**src/sv/rmsnorm_forward_backward_core_macros.svh**
```systemverilog
// ----------------------------------------------------------------------------
// RMSNorm core assertion macros
// Shared concurrent assertion shorthands, clocked on clk_i, reset rst_ni.
// ----------------------------------------------------------------------------
`ifndef RMSNORM_FORWARD_BACKWARD_CORE_MACROS_SVH
`define RMSNORM_FORWARD_BACKWARD_CORE_MACROS_SVH

// Property checked at every edge outside reset.
`define RMSNFB_ASSERT(lbl, prop, msg) \
  lbl: assert property (@(posedge clk_i) disable iff (!rst_ni) (prop)) else $error(msg);

// Condition in the cycle after a trigger.
`define RMSNFB_ASSERT_NEXT(lbl, pre, post, msg) \
  `RMSNFB_ASSERT(lbl, (pre) |=> (post), msg)

`endif

```
**src/sv/rmsnfb_pkg.sv**
```systemverilog
// ----------------------------------------------------------------------------
// RMSNorm core package
// Datapath commands, multiply step codes and saturation helpers.
// ----------------------------------------------------------------------------
package rmsnfb_pkg;

  localparam int unsigned DivSteps  = 48;
  localparam int unsigned SqrtSteps = 23;

  typedef enum logic [3:0] {
    OP_NONE,
    OP_ACC,
    OP_ACC2,
    OP_LOAD,
    OP_DIV_MS_INIT,
    OP_DIV_INV_INIT,
    OP_DIV_MEAN_INIT,
    OP_DIV_STEP,
    OP_SQRT_INIT,
    OP_SQRT_STEP,
    OP_INV_SET,
    OP_MEAN_SET,
    OP_MUL,
    OP_MUL_SUM,
    OP_EMIT
  } op_e;

  typedef enum logic [3:0] {
    MS_INVW,
    MS_T1G,
    MS_XMEAN,
    MS_AINV,
    MS_BINV,
    MS_CINV,
    MS_GX,
    MS_GXINV,
    MS_XW,
    MS_YINV
  } mstep_e;

  typedef struct packed {
    op_e    op;
    mstep_e step;
  } cmd_t;

  typedef struct packed {
    logic pass2;
    logic pass_last;
    logic out_busy;
  } sts_t;

  function automatic logic signed [31:0] sat32(input logic signed [61:0] v);
    logic signed [61:0] hi;
    logic signed [61:0] lo;
    hi = 62'sh7FFF_FFFF;
    lo = -62'sh8000_0000;
    if (v > hi) return 32'sh7FFF_FFFF;
    if (v < lo) return -32'sh8000_0000;
    return v[31:0];
  endfunction

  function automatic logic signed [39:0] sat40(input logic signed [61:0] v);
    logic signed [61:0] hi;
    logic signed [61:0] lo;
    hi = 62'sh7F_FFFF_FFFF;
    lo = -62'sh80_0000_0000;
    if (v > hi) return 40'sh7F_FFFF_FFFF;
    if (v < lo) return -40'sh80_0000_0000;
    return v[39:0];
  endfunction

endpackage

```
**src/sv/rmsnfb_ctrl.sv**
```systemverilog
// ----------------------------------------------------------------------------
// RMSNorm controller
// Sequences accumulation, divide/sqrt iterations and per-word multiply steps.
// ----------------------------------------------------------------------------
module rmsnfb_ctrl (
  input  logic              clk_i,
  input  logic              rst_ni,
  input  logic              in_valid_i,
  output logic              in_ready_o,
  input  logic              mode_i,
  input  rmsnfb_pkg::sts_t  sts_i,
  output rmsnfb_pkg::cmd_t  cmd_o
);

  localparam logic [3:0] S_IDLE   = 4'd0;
  localparam logic [3:0] S_ACC2   = 4'd1;
  localparam logic [3:0] S_DINIT  = 4'd2;
  localparam logic [3:0] S_DIV    = 4'd3;
  localparam logic [3:0] S_SQINIT = 4'd4;
  localparam logic [3:0] S_SQ     = 4'd5;
  localparam logic [3:0] S_POST   = 4'd6;
  localparam logic [3:0] S_MUL    = 4'd7;
  localparam logic [3:0] S_MSUM   = 4'd8;
  localparam logic [3:0] S_EMIT   = 4'd9;

  localparam logic [1:0] PH_MS   = 2'd0;
  localparam logic [1:0] PH_INV  = 2'd1;
  localparam logic [1:0] PH_MEAN = 2'd2;

  localparam logic [5:0] DivLast  = 6'(rmsnfb_pkg::DivSteps - 1);
  localparam logic [5:0] SqrtLast = 6'(rmsnfb_pkg::SqrtSteps - 1);

  logic [3:0] st_q, st_d;
  logic [1:0] ph_q, ph_d;
  logic [5:0] it_q, it_d;
  rmsnfb_pkg::mstep_e step_q, step_d;

  assign in_ready_o = (st_q == S_IDLE);

  always_comb begin
    st_d        = st_q;
    ph_d        = ph_q;
    it_d        = it_q;
    step_d      = step_q;
    cmd_o.op    = rmsnfb_pkg::OP_NONE;
    cmd_o.step  = step_q;
    case (st_q)
      S_IDLE: begin
        if (in_valid_i) begin
          if (sts_i.pass2) begin
            cmd_o.op = rmsnfb_pkg::OP_LOAD;
            step_d   = mode_i ? rmsnfb_pkg::MS_INVW : rmsnfb_pkg::MS_XW;
            st_d     = S_MUL;
          end else begin
            cmd_o.op = rmsnfb_pkg::OP_ACC;
            st_d     = S_ACC2;
          end
        end
      end
      S_ACC2: begin
        cmd_o.op = rmsnfb_pkg::OP_ACC2;
        if (sts_i.pass_last) begin
          ph_d = PH_MS;
          st_d = S_DINIT;
        end else begin
          st_d = S_IDLE;
        end
      end
      S_DINIT: begin
        case (ph_q)
          PH_MS:   cmd_o.op = rmsnfb_pkg::OP_DIV_MS_INIT;
          PH_INV:  cmd_o.op = rmsnfb_pkg::OP_DIV_INV_INIT;
          default: cmd_o.op = rmsnfb_pkg::OP_DIV_MEAN_INIT;
        endcase
        it_d = '0;
        st_d = S_DIV;
      end
      S_DIV: begin
        cmd_o.op = rmsnfb_pkg::OP_DIV_STEP;
        it_d     = it_q + 6'd1;
        if (it_q == DivLast) begin
          st_d = (ph_q == PH_MS) ? S_SQINIT : S_POST;
        end
      end
      S_SQINIT: begin
        cmd_o.op = rmsnfb_pkg::OP_SQRT_INIT;
        it_d     = '0;
        st_d     = S_SQ;
      end
      S_SQ: begin
        cmd_o.op = rmsnfb_pkg::OP_SQRT_STEP;
        it_d     = it_q + 6'd1;
        if (it_q == SqrtLast) begin
          ph_d = PH_INV;
          st_d = S_DINIT;
        end
      end
      S_POST: begin
        if (ph_q == PH_INV) begin
          cmd_o.op = rmsnfb_pkg::OP_INV_SET;
          ph_d     = PH_MEAN;
          st_d     = S_DINIT;
        end else begin
          cmd_o.op = rmsnfb_pkg::OP_MEAN_SET;
          st_d     = S_IDLE;
        end
      end
      S_MUL: begin
        cmd_o.op = rmsnfb_pkg::OP_MUL;
        st_d     = S_MSUM;
      end
      S_MSUM: begin
        cmd_o.op = rmsnfb_pkg::OP_MUL_SUM;
        st_d     = S_MUL;
        case (step_q)
          rmsnfb_pkg::MS_INVW:  step_d = rmsnfb_pkg::MS_T1G;
          rmsnfb_pkg::MS_T1G:   step_d = rmsnfb_pkg::MS_XMEAN;
          rmsnfb_pkg::MS_XMEAN: step_d = rmsnfb_pkg::MS_AINV;
          rmsnfb_pkg::MS_AINV:  step_d = rmsnfb_pkg::MS_BINV;
          rmsnfb_pkg::MS_BINV:  step_d = rmsnfb_pkg::MS_CINV;
          rmsnfb_pkg::MS_CINV:  step_d = rmsnfb_pkg::MS_GX;
          rmsnfb_pkg::MS_GX:    step_d = rmsnfb_pkg::MS_GXINV;
          rmsnfb_pkg::MS_XW:    step_d = rmsnfb_pkg::MS_YINV;
          default:              st_d   = S_EMIT;
        endcase
      end
      S_EMIT: begin
        if (!sts_i.out_busy) begin
          cmd_o.op = rmsnfb_pkg::OP_EMIT;
          st_d     = S_IDLE;
        end
      end
      default: st_d = S_IDLE;
    endcase
  end

  always_ff @(posedge clk_i or negedge rst_ni) begin
    if (!rst_ni) begin
      st_q   <= S_IDLE;
      ph_q   <= PH_MS;
      it_q   <= '0;
      step_q <= rmsnfb_pkg::MS_INVW;
    end else begin
      st_q   <= st_d;
      ph_q   <= ph_d;
      it_q   <= it_d;
      step_q <= step_d;
    end
  end

endmodule

```
**config.mk**
```make
export PLATFORM = sky130hd
export DESIGN_NAME = rmsnfb_ctrl
export DESIGN_NICKNAME = d
export VERILOG_FILES = /design/src/sv/rmsnorm_forward_backward_core_macros.svh /design/src/sv/rmsnfb_pkg.sv /design/src/sv/rmsnfb_ctrl.sv
export SDC_FILE = /design/constraint.sdc
export NUM_CORES = 1
export LEC_CHECK = 0
export ABC_CLOCK_PERIOD_IN_PS = 1500
export BUFFER_PORTS_ARGS = -buffer_cell sky130_fd_sc_hd__buf_4
export CAP_MARGIN = 30
export CORE_MARGIN = 3
export CORE_UTILIZATION = 51
export DETAILED_ROUTE_END_ITERATION = 8
export GPL_TIMING_DRIVEN = 1
export PLACE_DENSITY_LB_ADDON = 0.05
export SYNTH_ARGS = -nofsm -noshare
export SYNTH_HDL_FRONTEND = slang
export SYNTH_SLANG_ARGS = --single-unit
```
**constraint.sdc**
```tcl
create_clock -name clk_i -period 1.5 [get_ports clk_i]
set_input_delay 0.3 -clock clk_i [delete_from_list [all_inputs] [get_ports clk_i]]
set_output_delay 0.3 -clock clk_i [all_outputs]
set_load 0.005 [all_outputs]
```
==> results.json, run 1 <==
{
  "status": "complete, but fails checks",
  "violations": "setup timing",
  "wl_per_cell_um": 17.8,
  "cap_violations": 0,
  "io_pins": 16,
  "finalPower_uw": 3580,
  "crit_chain": "buf_4 > inv_1 > nand2_2 > o22ai_1 > buf_4",
  "critPathLaunchType": "flop",
  "via_per_inst": 6.27,
  "setup_viol": 13,
  "finalWeightedCongestion": 0.839,
  "regArea_um2": 405,
  "routed_wl_um": 3800,
  "layout_setup_ws_ns": -0.325,
  "die_h_um": 54.1,
  "clkSinkCount": 16,
  "end_kind": "output pin",
  "ys_ff_latch": 16,
  "crit_required_ns": 1.20,
  "fp-row-count": 16,
  "synth-edff-count": 0,
  "synth_most_common_cell": "dfrtp_1",
  "syn_nets": 151,
  "fmax_mhz": 548,
  "syn_area_per_cell_um2": 8.31,
  "start_util_pct": 56.7,
  "slew_headroom_pct": 73.5,
  "worstMarginPinSlew_ns": 0.388,
  "placed_cell_area_um2": 1440,
  "dp_cells": 196,
  "portBuffers": 15,
  "first_global_vias": 1252,
  "grt_overflow_total": 0,
  "detail_route.first_pass.iterations": 4,
  "tritoncts": "built",
  "post-route-period-util_pct": 122,
  "hold_class": "input port to flop",
  "slew_viol_final": 0,
  "clockRootBuffer": "clkbuf_4",
  "insertion_delay_ns": 0.31,
  "crit_fanout": 7,
  "num_vias": 1335,
  "ys_seq_area_share_pct": 33.9,
  "cp.arrival_ns": 1.53,
  "drt_iter0_drc": 69,
  "synthTopCellsByCount": "dfrtp_1 (16), o21ai_0 (14), nand2_1 (13), a21oi_1 (10)",
  "period_needed_ns": 1.83,
  "yosys-top-cells-area": "dfrtp_1 (34%), o21ai_0 (5.9%), a21o_1 (5.1%)",
  "crit_top_cell": "buf_4",
  "post-route-util_pct": 82.6,
  "cts_made_buffers": 3,
  "critPathSlowestCell": "dfrtp_2",
  "stdcell_area_um2": 1720,
  "layout.nets": 196,
  "area_delta_synth_final_pct": 45.8,
  "cts.htree.levels": 1,
  "synthDistinctLibCells": 41,
  "yosysTopAreaCell": "dfrtp_1",
  "yosysTopAreaCellShare_pct": 33.9,
  "drc": 0,
  "core_um2": 2080,
  "p_leak_uw": 0.000796,
  "cts_max_path_buffers": 2,
  "dp_hpwl_um": 2130,
  "hold-worst-slack_ns": 0.160,
  "grt_setup_unrepaired": "true",
  "syn_inst": 142,
  "grt_max_degree": 17,
  "fillers": 127,
  "diodes": 0,
  "layout.cells.non_filler": 213,
  "grt_usage_pct": 28.2,
  "synthArstFlopShare_pct": 100,
  "ant_nets": 0,
  "hold_viol_final": 0,
  "dieArea_um2": 2930,
  "finalClockSkew_ns": 0.0111,
  "antenna_found_initial": 0,
  "yosys_most_used_dff": "dfrtp_1",
  "fp.dieW_um": 54.1,
  "layout-drive-gt1-share_pct": 45.2,
  "syn_area_um2": 1180,
  "multi_input_area_um2": 848,
  "path_class": "flop to output pin",
  "slowest_delay_ns": 0.47,
  "ir_drop_v": 0.00125,
  "grt_pass1_wl_um": 5750,
  "path_clk_slew_ns": 0.11,
  "ys_warn_count": 0,
  "powerDensity_nw_per_um2": 2080
}
## stage by stage
step                      setup slack, ns  TNS, ns
final                              -0.325    -2.47
after global placement            -0.0869   -0.255
after CTS                          -0.254    -1.58
after detailed placement           -0.144   -0.466
after global routing               -0.401    -3.16
after floorplan                   -0.0765  -0.0765
## metal layers
| metal | GRT usage [%] | vias up | routed length (um) |
|---|---|---|---|
| met4 | 16.2 | 0 | 163 |
| met3 | 4.43 | 20 | 255 |
| li1 | - | 611 | - |
| met1 | 35.6 | 627 | 1570 |
| met5 | 0 | - | 0 |
| met2 | 45.4 | 77 | 1800 |
## registers in the layout (all words and copies together), names as in the netlist
register,count
ph_q,2
st_q,4
step_q,4
it_q,6
## worst max-delay path: cells and delay by family (launching register included)
kind / cells / cell delay, ns
compound gates: 1 / 0.20
buf+inv: 3 / 0.42
flops: 1 / 0.47
simple gates: 1 / 0.12
## cell usage in the layout (no fill, tap or decap), types with 3 or more instances in the layout
master / count
o21ai_0: 6
buf_6: 4
clkbuf_4: 3
o21ai_1: 3
o22ai_1: 4
nand2_1: 12
a21o_1: 8
dfrtp_1: 12
nor4_1: 3
buf_4: 43
nand2b_1: 8
inv_1: 5
a22o_1: 4
nor2_1: 8
o21ai_2: 5
dfrtp_2: 4
nor3_2: 3
a21oi_1: 8
## cell families after synthesis
kind of cell | count (synthesis) | share of synthesized area (%)
xor gates and xnor gates | 1 | 0.742
DFF | 16 | 33.9
AOI/OAI and AO/OA | 54 | 30.3
buffers and inverters | 14 | 5.20
adders and majority gates | 2 | 2.12
and+or+nand+nor | 53 | 26.0
muxes | 2 | 1.70
## report_power, final
part	internal (uW)	switching, uW	leakage (uW)
registers	573	210	0.000206
clock network	148	161	0.0000210
logic	1270	1220	0.000569
## area by class of cell
type	instances	share of cell area [%]
flip-flops and latches	16	23.6
clock buffers	4	2.11
repair buffers	48	22.0
inverters	5	1.09
multi-input cells	113	49.3
well taps	27	1.96
## path summary, 6_finish.rpt
kind / from / to / slack (ns) / cells past startpoint
worst min-delay path: mode_i / step_q[3] / 0.16 / 2
worst max-delay path: st_q[1] / cmd_o[5] / -0.33 / 5
worst min register to register: it_q[0] / it_q[0] / 0.55 / 2
worst max register to register: st_q[1] / st_q[1] / -0.29 / 5
min in group asynchronous: rst_ni / it_q[0] / 0.37 / 2
max in group asynchronous: rst_ni / st_q[0] / 0.91 / 2
## what timing repair did
item	in CTS	in global routing
setup buffers	8	4
gates resized for setup	23	22
endpoints found under the setup margin	11	16
cloned	0	1
pin swaps	3	7
hold endpoints to repair	16	0
hold buffers	1	0
Note: power is estimated with default switching activity, not from simulation.
==> inputs of run 2 (changes only) <==
--- a/config.mk
+++ b/config.mk
@@ -5,11 +5,11 @@
 export SDC_FILE = /design/constraint.sdc
 export NUM_CORES = 1
 export LEC_CHECK = 0
-export ABC_CLOCK_PERIOD_IN_PS = 1500
+export ABC_CLOCK_PERIOD_IN_PS = 1900
 export BUFFER_PORTS_ARGS = -buffer_cell sky130_fd_sc_hd__buf_4
 export CAP_MARGIN = 30
 export CORE_MARGIN = 3
-export CORE_UTILIZATION = 51
+export CORE_UTILIZATION = 56
 export DETAILED_ROUTE_END_ITERATION = 8
 export GPL_TIMING_DRIVEN = 1
 export PLACE_DENSITY_LB_ADDON = 0.05
==> constraint.sdc (replaced) <==
create_clock -name clk_i -period 1.9 [get_ports clk_i]
set_input_delay 0.38 -clock clk_i [delete_from_list [all_inputs] [get_ports clk_i]]
set_output_delay 0.38 -clock clk_i [all_outputs]
set_load 0.005 [all_outputs]
==> results.json, run 2 (synthesis results as in run 1) <==
{
  "num_vias": 1231,
  "power.internal_uw": 1380,
  "clockPowerShare_pct": 9.0,
  "layout.nets": 182,
  "end_kind": "output pin",
  "cts.htree.levels": 1,
  "crit_chain": "or3b_2 > o21ai_2 > buf_4",
  "slew_viol_final": 0,
  "fin_setup_tns_ns": 0,
  "drt_iter0_drc": 65,
  "final_cell_mix": "buf_4 (31), dfrtp_1 (14), nand2_1 (13)",
  "crit_required_ns": 1.52,
  "stdcell_area_um2": 1530,
  "wl_per_cell_um": 15.4,
  "grt_setup_unrepaired": "true",
  "path_class": "flop to output pin",
  "reg.largest.list": "it_q x6, st_q x4, step_q x4",
  "hold-worst-slack_ns": 0.267,
  "setup_viol": 0,
  "post-route-util_pct": 82.4,
  "largest_reg_flops": 6,
  "worstMarginPinSlew_ns": 0.520,
  "multi_input_area_um2": 761,
  "combPwrFrac_pct": 65.1,
  "clkSinkCount": 16,
  "powerDensity_nw_per_um2": 1600,
  "grt_usage_pct": 25.0,
  "portBuffers": 15,
  "period_needed_ns": 1.89,
  "start_util_pct": 63.5,
  "dp_cells": 183,
  "area_delta_synth_final_pct": 29.7,
  "finalWeightedCongestion": 0.944,
  "routed_wl_um": 3020,
  "via_per_inst": 6.25,
  "io_pins": 16,
  "tritoncts": "built",
  "p_leak_uw": 0.000711,
  "placed_cell_area_um2": 1360,
  "diodes": 0,
  "core_um2": 1860,
  "cts_made_buffers": 3,
  "detail_route.first_pass.iterations": 4,
  "crit_fanout": 8,
  "cpLargestDelayFamily": "simple AND/OR/NAND/NOR gates",
  "p_seq_share_pct": 25.9,
  "ant_nets": 0,
  "path_buf_inv": 1,
  "grt_overflow_total": 0,
  "final_common_cell": "buf_4",
  "p_sw_share_pct": 43.8,
  "insertion_delay_ns": 0.29,
  "path_clk_slew_ns": 0.09,
  "slew_headroom_pct": 64.5,
  "layout.cells.non_filler": 197,
  "top_register": "it_q",
  "fp-row-count": 15,
  "cp.depth": 3,
  "fp.dieW_um": 51.9,
  "hold_path_depth": 2,
  "cap_violations": 0,
  "dp_hpwl_um": 1970,
  "status": "completed",
  "post-route-period-util_pct": 99.3,
  "antenna_found_initial": 0,
  "critPathSlowestCell": "or3b_2",
  "grt_max_degree": 17,
  "first_global_vias": 1157,
  "finalClockSkew_ns": 0.0121,
  "regArea_um2": 403,
  "power.switching_uw": 1070,
  "grt_pass1_wl_um": 5010,
  "cts_max_path_buffers": 2,
  "fillers": 108,
  "hold_viol_final": 0,
  "drc": 0,
  "slowest_delay_ns": 0.50,
  "cp.arrival_ns": 1.51,
  "ir_drop_v": 0.00118,
  "die_h_um": 51.9,
  "critPathLaunchType": "flop",
  "layout-drive-gt1-share_pct": 32.0,
  "dieArea_um2": 2690,
  "reg2reg_depth": 5,
  "hold_class": "input port to flop",
  "clockRootBuffer": "clkbuf_4",
  "fmax_mhz": 530
}
-- run 2: repair_timing --
action | 4_1_cts | 5_1_grt
hold buffers | 1 | 0
endpoints found under the hold margin | 16 | 0
gates resized for setup | 5 | 14
pin swaps | 0 | 5
setup endpoints to repair | 4 | 6
setup buffers | 5 | 4
-- run 2: area by class of cell --
cell class	count	share of cell area, %
Timing Repair Buffer	35	18.3
Tap cell	25	2.04
Sequential cell	16	26.3
Inverter	5	1.23
Multi-Input combinational cell	112	49.7
Clock buffer	4	2.37
-- run 2: worst reg2reg max path: cells and delay by family (launching register included) --
kind / cells / cell delay, ns
buf+inv: 1 / 0.17
simple gates: 2 / 0.62
flops: 1 / 0.50
compound gates: 2 / 0.48
-- run 2: power groups by stage --
stage | sequential, uW | combinational (uW) | clock, uW
3_3_place_gp | 626 | 1240 | 0
4_1_cts | 605 | 1400 | 225
2_1_floorplan | 562 | 883 | 0
5_1_grt | 649 | 1740 | 243
6_report | 633 | 1600 | 220
3_5_place_dp | 633 | 1270 | 0
-- run 2: metrics by stage --
| stage | power (uW) | setup slack, ns |
|---|---|---|
| 3_5_place_dp | 1900 | 0.0990 |
| 2_1_floorplan | 1450 | 0.220 |
| 4_1_cts | 2230 | 0.0146 |
| 3_3_place_gp | 1870 | 0.180 |
| 5_1_grt | 2640 | -0.0516 |
| 6_report | 2450 | 0.0124 |
-- run 2: worst paths after layout --
check | start | endpoint | slack (ns)
setup / recovery | st_q[1] | cmd_o[7] | 0.01
hold / removal | mode_i | step_q[3] | 0.27
setup reg to reg | st_q[0] | st_q[1] | 0.05
hold reg to reg | ph_q[1] | ph_q[1] | 0.54
max in group asynchronous | rst_ni | st_q[0] | 1.22
min in group asynchronous | rst_ni | step_q[2] | 0.47
-- run 2: routing by layer --
metal	GRT usage, %	vias up	routed length [um]
li1	-	586	-
met1	29.9	561	1190
met2	42.3	72	1490
met3	7.74	12	275
met4	8.30	0	64
met5	0	-	0
==> inputs of run 3 (changes only) <==
--- a/config.mk
+++ b/config.mk
@@ -8,6 +8,7 @@
 export ABC_CLOCK_PERIOD_IN_PS = 1900
 export BUFFER_PORTS_ARGS = -buffer_cell sky130_fd_sc_hd__buf_4
 export CAP_MARGIN = 30
+export CORE_ASPECT_RATIO = 0.7
 export CORE_MARGIN = 3
 export CORE_UTILIZATION = 56
 export DETAILED_ROUTE_END_ITERATION = 8
==> results.json, run 3 (synthesis results as in run 1) <==
{
  "portBuffers": 15,
  "layout_setup_ws_ns": -0.0208,
  "cts_made_buffers": 3,
  "hold_viol_final": 0,
  "post-place-ws_ns": 0.0895,
  "largest_reg_flops": 6,
  "final_cell_mix": "buf_4 (27), dfrtp_1 (14), nand2_1 (13)",
  "post-route-util_pct": 78.6,
  "die_h_um": 44.4,
  "crit_fanout": 16,
  "cpLargestDelayFamily": "flip-flops",
  "grt_usage_pct": 26.2,
  "core_um2": 1920,
  "reg2reg_to": "st_q[1]",
  "ir_drop_v": 0.000880,
  "dp_hpwl_um": 2190,
  "placed_cell_area_um2": 1340,
  "top_register": "it_q",
  "grt_max_degree": 26,
  "worstMarginPinSlew_ns": 0.540,
  "start_util_pct": 61.5,
  "final_common_cell": "buf_4",
  "p_leak_uw": 0.000703,
  "stdcell_area_um2": 1510,
  "clkSinkCount": 16,
  "crit-reg2reg-launch": "st_q[1]",
  "slew_viol_final": 0,
  "dp_cells": 177,
  "crit_top_cell": "buf_4",
  "path_clk_slew_ns": 0.11,
  "first_global_vias": 1070,
  "worstHoldStart": "mode_i",
  "insertion_delay_ns": 0.31,
  "fmax_mhz": 521,
  "cap_violations": 0,
  "critPathSlowestCell": "dfrtp_1",
  "layout.nets": 178,
  "cts.htree.levels": 1,
  "grt_setup_unrepaired": "true",
  "num_vias": 1296,
  "slowest_delay_ns": 0.43,
  "grt_overflow_total": 0,
  "r2r_setup_slack_ns": 0.02,
  "status": "complete, but fails checks",
  "critPathLaunchType": "flop",
  "violations": "setup timing",
  "cts_max_path_buffers": 2,
  "finalClockSkew_ns": 0.00519,
  "ant_nets": 0,
  "setup_viol": 2,
  "io_pins": 16,
  "end_kind": "output pin",
  "path_class": "flop to output pin",
  "hold_path_depth": 2,
  "drc": 0,
  "slew_headroom_pct": 63.1,
  "hold-worst-slack_ns": 0.259,
  "crit_required_ns": 1.52,
  "drt_iter0_drc": 148,
  "layout-drive-gt1-share_pct": 28.0,
  "reg.largest.list": "it_q x6, st_q x4, step_q x4",
  "area_delta_synth_final_pct": 27.8,
  "clockRootBuffer": "clkbuf_4",
  "tritoncts": "built",
  "crit_chain": "buf_4 > nor3_4 > o21ai_0 > o21ai_1 > buf_4",
  "antenna_found_initial": 0,
  "hold_class": "input port to flop",
  "finalWeightedCongestion": 0.864,
  "wl_per_cell_um": 18.8,
  "diodes": 0,
  "cp.arrival_ns": 1.54,
  "reg2reg_depth": 5,
  "period_needed_ns": 1.92,
  "fp.dieW_um": 60.9,
  "detail_route.first_pass.iterations": 6,
  "powerDensity_nw_per_um2": 1660,
  "grt_pass1_wl_um": 5180,
  "via_per_inst": 6.82,
  "path_buf_inv": 2,
  "post-route-period-util_pct": 101,
  "routed_wl_um": 3570,
  "fp-row-count": 13,
  "dieArea_um2": 2700,
  "layout.cells.non_filler": 190,
  "hold_end": "step_q[3]"
}
==> run 3: changes by cell type in the layout (fill, tap and decap cells not counted), sizes merged <==
cell,before,now
clkbuf,4,6
buf,34,28
==> run 3: repair_timing <==
action	in CTS	in global routing
hold buffers	1	0
buffers inserted	4	2
hold endpoints to repair	16	0
cloned	0	2
setup endpoints to repair	3	5
gates resized for setup	8	2
pin swaps	0	2
==> run 3: how the worst max path moves through the flow <==
stage | cells after the start | startpoint | slack (ns) | endpoint
4_1_cts | 6 | st_q[0] | -0.007 | cmd_o[4]
3_3_place_gp | 5 | st_q[1] | 0.19 | cmd_o[4]
5_1_grt | 5 | st_q[2] | -0.09 | cmd_o[4]
3_5_place_dp | 5 | st_q[1] | 0.09 | cmd_o[4]
2_1_floorplan | 5 | st_q[3] | 0.22 | cmd_o[5]
6_report | 5 | st_q[2] | -0.02 | cmd_o[4]
==> run 3: layout make-up <==
class	instances	area (um^2)
clock buffers	4	36.3
flip-flops and latches	16	403
well taps	22	27.5
fillers	129	412
multi-input cells	112	739
inverters	5	18.8
repair buffers	31	283
==> run 3: stage by stage <==
stage | TNS [ns] | power, uW
after global placement | 0 | 1860
after CTS | -0.00713 | 2260
after detailed placement | 0 | 1900
after global routing | -0.250 | 2640
after floorplan | 0 | 1450
final | -0.0409 | 2500
==> run 3: per-layer routing <==
| metal | up-vias | track usage, % | share of wire (%) | routed length (um) |
|---|---|---|---|---|
| li1 | 581 | - | - | - |
| met2 | 91 | 37.1 | 45 | 1610 |
| met4 | 0 | 7.36 | 3.2 | 115 |
| met3 | 17 | 6.41 | 10 | 374 |
| met5 | - | 0 | 0 | 0 |
| met1 | 607 | 39.3 | 41 | 1470 |
==> run 3: power by group <==
group / leakage (uW) / internal, uW / switching, uW
sequential: 0.000209 / 451 / 171
clock: 0.0000210 / 117 / 129
combinational: 0.000473 / 809 / 819
total: 0.000703 / 1380 / 1120
==> run 3: worst register-to-register path: cells and delay by family (launching register included) <==
kind | cells | cell delay [ns]
simple gates | 2 | 0.59
compound gates | 2 | 0.53
flops | 1 | 0.48
buf+inv | 1 | 0.17
